==> src/rtl/bdc_pkg.sv <==
// Shared types and constants for the UART baud divisor calculator.
`default_nettype none

package bdc_pkg;

    localparam int PCLK_W = 28;
    localparam int BAUD_W = 24;
    localparam int WORD_W = 16;
    localparam int STATUS_W = 2;
    localparam int CFG_IDX_W = 1;

    // 25 * pclk needs 33 bits; divisor is 4 * baud at most
    localparam int NUM_W = 33;
    localparam int DEN_W = 26;
    localparam int QUO_W = 32;

    localparam int STEPS_PER_CELL = 3;
    localparam int NUM_CELLS = NUM_W / STEPS_PER_CELL;

    localparam logic [PCLK_W-1:0] PCLK_RESET = 28'd16000000;

    localparam logic [CFG_IDX_W-1:0] REG_PCLK_HZ = 1'd0;
    localparam logic [CFG_IDX_W-1:0] REG_OVERSAMPLE_BY_8 = 1'd1;

    localparam logic [STATUS_W-1:0] STATUS_OK = 2'd0;
    localparam logic [STATUS_W-1:0] STATUS_BAUD_ZERO = 2'd1;
    localparam logic [STATUS_W-1:0] STATUS_MANT_RANGE = 2'd2;

    // floor(x / 100) = (x * RECIP_100) >> RECIP_SHIFT for any 32-bit x
    localparam int RECIP_W = 31;
    localparam logic [RECIP_W-1:0] RECIP_100 = 31'h51EB851F;
    localparam int RECIP_SHIFT = 37;
    localparam int PROD_W = QUO_W + RECIP_W;
    localparam int MANT_W = PROD_W - RECIP_SHIFT;

    localparam int REM_W = 7;
    localparam logic [REM_W-1:0] SCALE_100 = 7'd100;
    localparam logic [MANT_W-1:0] MANT_LIMIT = 26'd4095;

    // rounded fraction: v < 2048, floor(v / 100) = (v * 1311) >> 17
    localparam int RND_W = 11;
    localparam logic [RND_W-1:0] ROUND_HALF = 11'd50;
    localparam logic [RND_W-1:0] FRAC_RECIP = 11'd1311;
    localparam int FRAC_SHIFT = 17;
    localparam int FRAC_PROD_W = 2 * RND_W;

    typedef struct packed {
        logic [DEN_W-1:0] rem;
        logic [NUM_W-1:0] nq;
        logic [DEN_W-1:0] den;
        logic             os8;
        logic             zero;
    } div_data_t;

    typedef struct packed {
        logic [QUO_W-1:0] q;
        logic             os8;
        logic             zero;
    } quo_data_t;

endpackage

`default_nettype wire

==> src/rtl/uart_baud_divisor_calc.sv <==
// Top level of the UART fractional baud divisor calculator: config, prep, divider, post.
//
//   channel   | signals                                  | direction
//   ----------+------------------------------------------+----------
//   request   | baud_valid, baud_stall, baud_rate        | in
//   result    | result_valid, result_stall,              | out
//             | divisor_word, status                     |
//   config    | cfg_write, cfg_index, cfg_data           | in
//
// One request per cycle sustained while result_stall is low; the path is a prep stage,
// 11 divider cells of 3 restoring steps each (33-bit quotient), and 3 post stages.
// Reset empties the pipeline and loads pclk_hz = 16000000, oversample by 16.
// Each stage takes a new request when empty or when its successor moves, so bubbles
// close up under result stalls; baud_stall rises only when the prep stage is held.
`default_nettype none

module uart_baud_divisor_calc (
    input  wire logic                           clk,
    input  wire logic                           rst_n,
    input  wire logic                           baud_valid,
    output logic                                baud_stall,
    input  wire logic [bdc_pkg::BAUD_W-1:0]     baud_rate,
    output logic                                result_valid,
    input  wire logic                           result_stall,
    output logic [bdc_pkg::WORD_W-1:0]          divisor_word,
    output logic [bdc_pkg::STATUS_W-1:0]        status,
    input  wire logic                           cfg_write,
    input  wire logic [bdc_pkg::CFG_IDX_W-1:0]  cfg_index,
    input  wire logic [bdc_pkg::PCLK_W-1:0]     cfg_data
);

    logic [bdc_pkg::PCLK_W-1:0]  pclk_reg;
    logic [bdc_pkg::PCLK_W-1:0]  pclk_next;
    logic                        os8_reg;
    logic                        os8_next;

    logic                        prep_valid_reg;
    logic                        prep_valid_next;
    bdc_pkg::div_data_t          prep_data_reg;
    bdc_pkg::div_data_t          prep_data_next;
    logic                        prep_ready;

    logic                        stage_valid [bdc_pkg::NUM_CELLS+1];
    bdc_pkg::div_data_t          stage_data  [bdc_pkg::NUM_CELLS+1];
    logic                        stage_ready [1:bdc_pkg::NUM_CELLS+1];
    logic                        post_ready;

    bdc_pkg::quo_data_t          quo_data;

    always_comb
    begin
        pclk_next = pclk_reg;
        os8_next = os8_reg;
        if (cfg_write)
        begin
            case (cfg_index)
                bdc_pkg::REG_PCLK_HZ:         pclk_next = cfg_data;
                bdc_pkg::REG_OVERSAMPLE_BY_8: os8_next = cfg_data[0];
                default:                      ;
            endcase
        end
    end

    always_ff @(posedge clk or negedge rst_n)
    begin
        if (!rst_n)
        begin
            pclk_reg <= bdc_pkg::PCLK_RESET;
            os8_reg <= 1'b0;
        end
        else
        begin
            pclk_reg <= pclk_next;
            os8_reg <= os8_next;
        end
    end

    // numerator 25 * pclk, divisor 2 * baud (by 8) or 4 * baud (by 16)
    always_comb
    begin
        prep_data_next.rem = '0;
        prep_data_next.nq =
            {{(bdc_pkg::NUM_W-bdc_pkg::PCLK_W-4){1'b0}}, pclk_reg, 4'b0}
          + {{(bdc_pkg::NUM_W-bdc_pkg::PCLK_W-3){1'b0}}, pclk_reg, 3'b0}
          + {{(bdc_pkg::NUM_W-bdc_pkg::PCLK_W){1'b0}}, pclk_reg};
        if (os8_reg)
        begin
            prep_data_next.den = {1'b0, baud_rate, 1'b0};
        end
        else
        begin
            prep_data_next.den = {baud_rate, 2'b0};
        end
        prep_data_next.os8 = os8_reg;
        prep_data_next.zero = (baud_rate == '0);
    end

    assign prep_ready = !prep_valid_reg || stage_ready[1];
    assign prep_valid_next = prep_ready ? baud_valid : prep_valid_reg;
    assign baud_stall = !prep_ready;

    always_ff @(posedge clk or negedge rst_n)
    begin
        if (!rst_n)
        begin
            prep_valid_reg <= 1'b0;
        end
        else
        begin
            prep_valid_reg <= prep_valid_next;
        end
    end

    always_ff @(posedge clk)
    begin
        if (prep_ready && baud_valid)
        begin
            prep_data_reg <= prep_data_next;
        end
    end

    assign stage_valid[0] = prep_valid_reg;
    assign stage_data[0] = prep_data_reg;
    assign stage_ready[bdc_pkg::NUM_CELLS+1] = post_ready;

    for (genvar k = 1; k <= bdc_pkg::NUM_CELLS; k++)
    begin : g_cell
        bdc_div_cell u_cell (
            .clk      (clk),
            .rst_n    (rst_n),
            .up_valid (stage_valid[k-1]),
            .up_data  (stage_data[k-1]),
            .up_ready (stage_ready[k]),
            .dn_valid (stage_valid[k]),
            .dn_data  (stage_data[k]),
            .dn_ready (stage_ready[k+1])
        );
    end

    always_comb
    begin
        quo_data.q = stage_data[bdc_pkg::NUM_CELLS].nq[bdc_pkg::QUO_W-1:0];
        quo_data.os8 = stage_data[bdc_pkg::NUM_CELLS].os8;
        quo_data.zero = stage_data[bdc_pkg::NUM_CELLS].zero;
    end

    bdc_post u_post (
        .clk          (clk),
        .rst_n        (rst_n),
        .up_valid     (stage_valid[bdc_pkg::NUM_CELLS]),
        .up_data      (quo_data),
        .up_ready     (post_ready),
        .dn_valid     (result_valid),
        .divisor_word (divisor_word),
        .status       (status),
        .dn_ready     (!result_stall)
    );

`ifndef SYNTHESIS
    a_stall_means_full: assert property (@(posedge clk) disable iff (!rst_n)
        baud_stall |-> (prep_valid_reg && stage_valid[1]))
        else $error("request stalled while divider front has room");
`endif

endmodule

`default_nettype wire

==> src/rtl/bdc_div_cell.sv <==
// One cell of the divider chain: a few restoring division steps and a stage register.
`default_nettype none

module bdc_div_cell (
    input  wire logic              clk,
    input  wire logic              rst_n,
    input  wire logic              up_valid,
    input  wire bdc_pkg::div_data_t up_data,
    output logic                   up_ready,
    output logic                   dn_valid,
    output bdc_pkg::div_data_t     dn_data,
    input  wire logic              dn_ready
);

    logic                         valid_reg;
    logic                         valid_next;
    bdc_pkg::div_data_t           data_reg;
    bdc_pkg::div_data_t           data_next;
    logic [bdc_pkg::DEN_W:0]      trial;
    logic [bdc_pkg::DEN_W:0]      diff;

    assign up_ready = !valid_reg || dn_ready;

    always_comb
    begin
        data_next = up_data;
        trial = '0;
        diff = '0;
        for (int s = 0; s < bdc_pkg::STEPS_PER_CELL; s++)
        begin
            trial = {data_next.rem, data_next.nq[bdc_pkg::NUM_W-1]};
            diff = trial - {1'b0, data_next.den};
            if (trial >= {1'b0, data_next.den})
            begin
                data_next.rem = diff[bdc_pkg::DEN_W-1:0];
                data_next.nq = {data_next.nq[bdc_pkg::NUM_W-2:0], 1'b1};
            end
            else
            begin
                data_next.rem = trial[bdc_pkg::DEN_W-1:0];
                data_next.nq = {data_next.nq[bdc_pkg::NUM_W-2:0], 1'b0};
            end
        end
    end

    assign valid_next = up_ready ? up_valid : valid_reg;

    always_ff @(posedge clk or negedge rst_n)
    begin
        if (!rst_n)
        begin
            valid_reg <= 1'b0;
        end
        else
        begin
            valid_reg <= valid_next;
        end
    end

    always_ff @(posedge clk)
    begin
        if (up_ready && up_valid)
        begin
            data_reg <= data_next;
        end
    end

    assign dn_valid = valid_reg;
    assign dn_data = data_reg;

`ifndef SYNTHESIS
    // partial remainder stays below the divisor whenever the divisor is nonzero
    a_rem_below_den: assert property (@(posedge clk) disable iff (!rst_n)
        (valid_reg && (data_reg.den != '0)) |-> (data_reg.rem < data_reg.den))
        else $error("divider cell remainder not below divisor");
`endif

endmodule

`default_nettype wire

==> src/rtl/bdc_post.sv <==
// Mantissa split, remainder scaling and status: three pipeline stages after the divider.
`default_nettype none

module bdc_post (
    input  wire logic               clk,
    input  wire logic               rst_n,
    input  wire logic               up_valid,
    input  wire bdc_pkg::quo_data_t up_data,
    output logic                    up_ready,
    output logic                    dn_valid,
    output logic [bdc_pkg::WORD_W-1:0]   divisor_word,
    output logic [bdc_pkg::STATUS_W-1:0] status,
    input  wire logic               dn_ready
);

    // stage A: mantissa by reciprocal multiply
    logic                             a_valid_reg;
    logic                             a_valid_next;
    logic [bdc_pkg::QUO_W-1:0]        a_q_reg;
    logic [bdc_pkg::MANT_W-1:0]       a_mant_reg;
    logic [bdc_pkg::MANT_W-1:0]       a_mant_next;
    logic                             a_os8_reg;
    logic                             a_zero_reg;
    logic [bdc_pkg::PROD_W-1:0]       a_prod;

    // stage B: remainder
    logic                             b_valid_reg;
    logic                             b_valid_next;
    logic [bdc_pkg::MANT_W-1:0]       b_mant_reg;
    logic [bdc_pkg::REM_W-1:0]        b_rem_reg;
    logic [bdc_pkg::REM_W-1:0]        b_rem_next;
    logic                             b_os8_reg;
    logic                             b_zero_reg;
    logic [bdc_pkg::QUO_W-1:0]        b_mant_x100;
    logic [bdc_pkg::QUO_W-1:0]        b_rem_full;

    // stage C: rounded fraction and result
    logic                             c_valid_reg;
    logic                             c_valid_next;
    logic [bdc_pkg::WORD_W-1:0]       c_word_reg;
    logic [bdc_pkg::WORD_W-1:0]       c_word_next;
    logic [bdc_pkg::STATUS_W-1:0]     c_status_reg;
    logic [bdc_pkg::STATUS_W-1:0]     c_status_next;
    logic [bdc_pkg::RND_W-1:0]        c_round;
    logic [bdc_pkg::FRAC_PROD_W-1:0]  c_frac_prod;
    logic [4:0]                       c_frac;
    logic [3:0]                       c_frac_masked;

    logic a_ready;
    logic b_ready;
    logic c_ready;

    assign c_ready = !c_valid_reg || dn_ready;
    assign b_ready = !b_valid_reg || c_ready;
    assign a_ready = !a_valid_reg || b_ready;
    assign up_ready = a_ready;

    assign a_valid_next = a_ready ? up_valid : a_valid_reg;
    assign b_valid_next = b_ready ? a_valid_reg : b_valid_reg;
    assign c_valid_next = c_ready ? b_valid_reg : c_valid_reg;

    always_comb
    begin
        a_prod = {{bdc_pkg::RECIP_W{1'b0}}, up_data.q}
               * {{bdc_pkg::QUO_W{1'b0}}, bdc_pkg::RECIP_100};
        a_mant_next = a_prod[bdc_pkg::PROD_W-1 -: bdc_pkg::MANT_W];
    end

    always_comb
    begin
        b_mant_x100 = {a_mant_reg, 6'b0} + {1'b0, a_mant_reg, 5'b0}
                    + {4'b0, a_mant_reg, 2'b0};
        b_rem_full = a_q_reg - b_mant_x100;
        b_rem_next = b_rem_full[bdc_pkg::REM_W-1:0];
    end

    always_comb
    begin
        if (b_os8_reg)
        begin
            c_round = {1'b0, b_rem_reg, 3'b0} + bdc_pkg::ROUND_HALF;
        end
        else
        begin
            c_round = {b_rem_reg, 4'b0} + bdc_pkg::ROUND_HALF;
        end
        c_frac_prod = {{bdc_pkg::RND_W{1'b0}}, c_round}
                    * {{bdc_pkg::RND_W{1'b0}}, bdc_pkg::FRAC_RECIP};
        c_frac = c_frac_prod[bdc_pkg::FRAC_SHIFT +: 5];
        // carry out of the fraction is dropped by the mask
        c_frac_masked = b_os8_reg ? {1'b0, c_frac[2:0]} : c_frac[3:0];

        if (b_zero_reg)
        begin
            c_word_next = '0;
            c_status_next = bdc_pkg::STATUS_BAUD_ZERO;
        end
        else
        begin
            c_word_next = {b_mant_reg[11:0], c_frac_masked};
            c_status_next = (b_mant_reg > bdc_pkg::MANT_LIMIT) ?
                            bdc_pkg::STATUS_MANT_RANGE : bdc_pkg::STATUS_OK;
        end
    end

    always_ff @(posedge clk or negedge rst_n)
    begin
        if (!rst_n)
        begin
            a_valid_reg <= 1'b0;
            b_valid_reg <= 1'b0;
            c_valid_reg <= 1'b0;
        end
        else
        begin
            a_valid_reg <= a_valid_next;
            b_valid_reg <= b_valid_next;
            c_valid_reg <= c_valid_next;
        end
    end

    always_ff @(posedge clk)
    begin
        if (a_ready && up_valid)
        begin
            a_q_reg <= up_data.q;
            a_mant_reg <= a_mant_next;
            a_os8_reg <= up_data.os8;
            a_zero_reg <= up_data.zero;
        end
        if (b_ready && a_valid_reg)
        begin
            b_mant_reg <= a_mant_reg;
            b_rem_reg <= b_rem_next;
            b_os8_reg <= a_os8_reg;
            b_zero_reg <= a_zero_reg;
        end
        if (c_ready && b_valid_reg)
        begin
            c_word_reg <= c_word_next;
            c_status_reg <= c_status_next;
        end
    end

    assign dn_valid = c_valid_reg;
    assign divisor_word = c_word_reg;
    assign status = c_status_reg;

`ifndef SYNTHESIS
    a_rem_range: assert property (@(posedge clk) disable iff (!rst_n)
        b_valid_reg |-> (b_rem_reg < bdc_pkg::SCALE_100))
        else $error("remainder after mantissa split out of range");

    a_zero_word: assert property (@(posedge clk) disable iff (!rst_n)
        (c_valid_reg && (c_status_reg == bdc_pkg::STATUS_BAUD_ZERO))
        |-> (c_word_reg == '0))
        else $error("zero baud rate request with nonzero divisor word");
`endif

endmodule

`default_nettype wire
==> config.mk <==
export PLATFORM = sky130hd
export DESIGN_NAME = uart_baud_divisor_calc
export DESIGN_NICKNAME = d
export VERILOG_FILES = /design/src/rtl/bdc_pkg.sv /design/src/rtl/uart_baud_divisor_calc.sv /design/src/rtl/bdc_div_cell.sv /design/src/rtl/bdc_post.sv
export SDC_FILE = /design/constraint.sdc
export NUM_CORES = 2
export LEC_CHECK = 0
export BUFFER_PORTS_ARGS = -buffer_cell sky130_fd_sc_hd__buf_2
export CORE_MARGIN = 1.5
export CORE_UTILIZATION = 24
export DETAILED_ROUTE_END_ITERATION = 12
export PLACE_DENSITY_LB_ADDON = 0.15
export SLEW_MARGIN = 20
export SYNTH_ARGS = -nofsm -noshare
export SYNTH_HDL_FRONTEND = slang
export SYNTH_SLANG_ARGS = --single-unit
export TNS_END_PERCENT = 1
==> constraint.sdc <==
create_clock -name clk -period 9.8 [get_ports clk]
set_clock_uncertainty 0.1 [all_clocks]
set_input_delay 0.49 -clock clk [delete_from_list [all_inputs] [get_ports clk]]
set_output_delay 0.49 -clock clk [all_outputs]
set_load 0.05 [all_outputs]
==> results.md <==
Run status:
- The run finished with clean final reports.

Floorplanning:
- The core area is 0.410 sq mm.
- The floorplan die width is 645 microns.
- The die area is 0.416 sq mm.
- After floorplanning, the core was divided into 235 placement rows.
- The y dimension of the die is 645 microns.
- For this design the top-level I/O count stands at 78.
- The initial utilization of the core area, before any placement, comes to 0.241.

Clocking:
- The H-tree was split into 4 levels.
- TritonCTS built the clock tree.
- The clock buffer count from CTS is 149.
- The root buffer cell chosen for the clock tree is sky130_fd_sc_hd__clkbuf_16.
- The clock edge transition at the registers on the reported setup and hold paths is 0.07 ns.
- The number of buffers on the longest clock path is 4.
- At the later pin of the worst-skew pair, clock insertion delay measures 0.90 ns.
- The total clock sinks is 1076.

Layout:
- The layout has 42799 filler cells.
- The finished cells cover 0.118 sq mm.
- The register with the most flip-flops in the layout has 884 of them.
- The number of nets at the end of the flow is 12337.
- For this run, the number of standard cells in the final layout without fillers is 16074.
- The layout overhead on the synthesized area is 19.2%.
- The fraction of layout cells with a size suffix above 1 is 0.159.

Global route:
- Entering global routing, the biggest net connects 65 pins.
- The global routing usage summed across all routing layers is 0.148.
- The number of antenna violations at the first check in global routing is 9.
- The first global-routing pass estimated 476000 microns of wire.
- The via count of the first global-routing pass was 77434.
- The global-route congestion overflow total is 0.

Synth:
- In the synthesized netlist, the cells that appear most often are sky130_fd_sc_hd__ha_1 (1303), sky130_fd_sc_hd__inv_1 (1086), sky130_fd_sc_hd__edfxtp_1 (1032), sky130_fd_sc_hd__a21oi_1 (689), sky130_fd_sc_hd__nand2_1 (507).
- Of all cell types, the one taking the most synthesized area is sky130_fd_sc_hd__edfxtp_1.
- Of the post-synthesis cell area, the dominant cell type holds 0.314.
- After synthesis, the cell types taking the most area are sky130_fd_sc_hd__edfxtp_1 (31%), sky130_fd_sc_hd__ha_1 (16%), sky130_fd_sc_hd__fa_1 (9.5%).
- Yosys printed 0 warnings.
- In the synthesized netlist the dominant register cell turns out to be sky130_fd_sc_hd__edfxtp_1.
- The cell area after synthesis is 0.0988 sq mm.
- The number of distinct standard cells referenced by the synthesized netlist is 107.
- The number of enable-type register cells in the synthesized netlist is 1032.
- The number of register bits inferred by synthesis is 1076.
- Synthesis produced a netlist whose cell count is 9563.
- The proportion of synthesized chip area in sequential cells is 0.325.
- The average instance area after synthesis is 10.3 sq um.
- Of all flip-flops after synthesis, the portion carrying an async set or reset was 0.0409.
- The synthesized netlist net count is 11391.
- sky130_fd_sc_hd__ha_1 is the most common cell in the netlist.

Critical path:
- The critical path capture point type is a flop.
- The setup slack on the worst flop-to-flop path is 0.31 ns.
- The data required time of the worst path is 10.33 ns.
- The maximum single-stage delay on the critical path is 0.50 ns.
- The category of the worst setup path launch point is a flop.
- The critical setup path kind is reg -> reg.
- The worst endpoint data arrival time is 10.02 ns.
- The slowest stage of the critical path is the sky130_fd_sc_hd__edfxtp_1 cell.
- The worst-path maximum fanout is 12.

Place:
- At the end of routability-driven placement, the weighted congestion stood at 0.876.
- After detailed placement, the total cell area comes to 0.112 sq mm.
- Once detailed placement completed, the half-perimeter wirelength came to 264000 microns.
- The port buffer count is 77.
- The count of placed standard cells including taps is 15713.

STA:
- Setup violations remaining at the end of the flow were counted as 0.
- The normalized max-slew margin is 0.237.
- At the pin with the least slew margin, the transition time is 1.14 ns.
- The time the final worst path needs with I/O delays and setup is 9.49 ns.
- The count of final hold-check violations came to 0.
- The number of max-slew violations in the final report is 0.
- The share of the clock period used by the worst path is 0.968.
- The highest clock frequency the design can meet is 105 MHz.

Detailed routing:
- The first-pass iteration count of the detailed router is 5.
- In the final routed layout, each cell accounts on average for 19.6 microns.
- The final routed wirelength across all metal layers is 314000 microns.
- In this run the remaining antenna-violating nets after routing total 0.
- In this run, the number of DRC markers left after iteration 0 of detailed routing was 3684.
- The mean number of vias per cell is 4.63.
- The detailed-route DRC error count is 0.
- The detailed-route via count is 74384.

Flow run:
- Across the run, the number of max-cap violations was 0.

Min path:
- The worst hold path belongs to the class in -> reg.
-- final cells by class --
type | count | area (sq um) | area share
Tap cell | 5451 | 6820 | 0.0579
Clock inverter | 83 | 1010 | 0.00861
Sequential cell | 1076 | 32100 | 0.272
Antenna cell | 2 | 5.00 | 0.0000425
Timing Repair Buffer | 934 | 7330 | 0.0622
Clock buffer | 180 | 3910 | 0.0332
Inverter | 1094 | 4110 | 0.0349
Multi-Input combinational cell | 7254 | 62500 | 0.531
-- logic make-up after synthesis --
logic type,count (synthesis),share of synthesized area
multiplexers,509,0.0575
flip-flops,1076,0.325
XOR/XNOR,684,0.0606
AND/OR/NAND/NOR,1934,0.0961
adder cells (fa/ha/maj),1770,0.260
AO/OA/AOI/OAI,2353,0.154
buffers and inverters,1237,0.0479
-- worst max-delay path: cells and delay by family (launching register included) --
kind | cells | cell delay [ns]
adders and majority gates | 3 | 0.86
and+or+nand+nor | 6 | 1.04
AOI/OAI and AO/OA | 22 | 4.93
xor gates and xnor gates | 1 | 0.08
DFF | 1 | 0.50
buffers and inverters | 6 | 1.04
muxes | 2 | 0.66
-- cells in the final DEF (no fill, tap or decap), types with 127 or more instances in the layout --
| cell | synthesis | routed |
|---|---|---|
| sky130_fd_sc_hd__xor2_1 | 225 | 225 |
| sky130_fd_sc_hd__o21ai_0 | 497 | 483 |
| sky130_fd_sc_hd__nor2_1 | 492 | 490 |
| sky130_fd_sc_hd__ha_1 | 1303 | 1303 |
| sky130_fd_sc_hd__xnor2_1 | 459 | 459 |
| sky130_fd_sc_hd__mux2_2 | 422 | 422 |
| sky130_fd_sc_hd__nand2_1 | 507 | 506 |
| sky130_fd_sc_hd__o21a_1 | 127 | 127 |
| sky130_fd_sc_hd__a21o_1 | 405 | 405 |
| sky130_fd_sc_hd__a21oi_1 | 689 | 674 |
| sky130_fd_sc_hd__edfxtp_1 | 1032 | 1032 |
| sky130_fd_sc_hd__fa_1 | 467 | 467 |
| sky130_fd_sc_hd__clkbuf_16 | 0 | 154 |
| sky130_fd_sc_hd__nor2b_1 | 149 | 144 |
| sky130_fd_sc_hd__inv_1 | 1086 | 1083 |
| sky130_fd_sc_hd__nor3_1 | 142 | 138 |
| sky130_fd_sc_hd__buf_4 | 5 | 762 |
-- repair_timing --
action / in CTS / in global routing
pin swaps: 4 / 12
setup buffers: 2 / 18
endpoints found under the setup margin: 99 / 205
hold buffers: 70 / 0
resized for setup: 13 / 82
hold endpoints to repair: 107 / 0
gates cloned: 1 / 5
-- worst paths after layout --
kind	start	end	cells past startpoint
setup / recovery	g_cell[3].u_cell.dn_data[12]$_DFFE_PP_	g_cell[4].u_cell.dn_data[82]$_DFFE_PP_	40
min in group asynchronous	rst_n	pclk_reg[15]$_DFFE_PN0P_	3
setup reg to reg	g_cell[3].u_cell.dn_data[12]$_DFFE_PP_	g_cell[4].u_cell.dn_data[82]$_DFFE_PP_	40
hold reg to reg	u_post.a_mant_reg[19]$_DFFE_PP_	u_post.b_mant_reg[19]$_DFFE_PP_	0
max in group asynchronous	rst_n	g_cell[10].u_cell.dn_valid$_DFFE_PN0P_	3
hold / removal	cfg_index	pclk_reg[26]$_DFFE_PN0P_	4
-- per-stage QoR --
stage | utilization | setup WS, ns | setup TNS [ns] | hold slack (ns)
after floorplan | - | 0.437 | 0 | 0.0944
after global placement | 0.272 | -0.263 | -18.00 | 0.301
after detailed placement | 0.272 | -0.286 | -15.82 | 0.305
after CTS | 0.286 | 0.00274 | 0 | 0.0154
after global routing | 0.287 | -0.0226 | -0.248 | 0.113
final | 0.287 | 0.311 | 0 | 0.107
-- routing by layer --
layer  part of all wire  vias up  global-route usage
met5                  0        -                   0
li1                   -    36557                   -
met3              0.028      330              0.0153
met4              0.026        0              0.0400
met2               0.48     1030               0.261
met1               0.46    36467               0.192
Power is not shown: default switching activity piles up to over one toggle a cycle in this logic, so the estimate is an artifact.
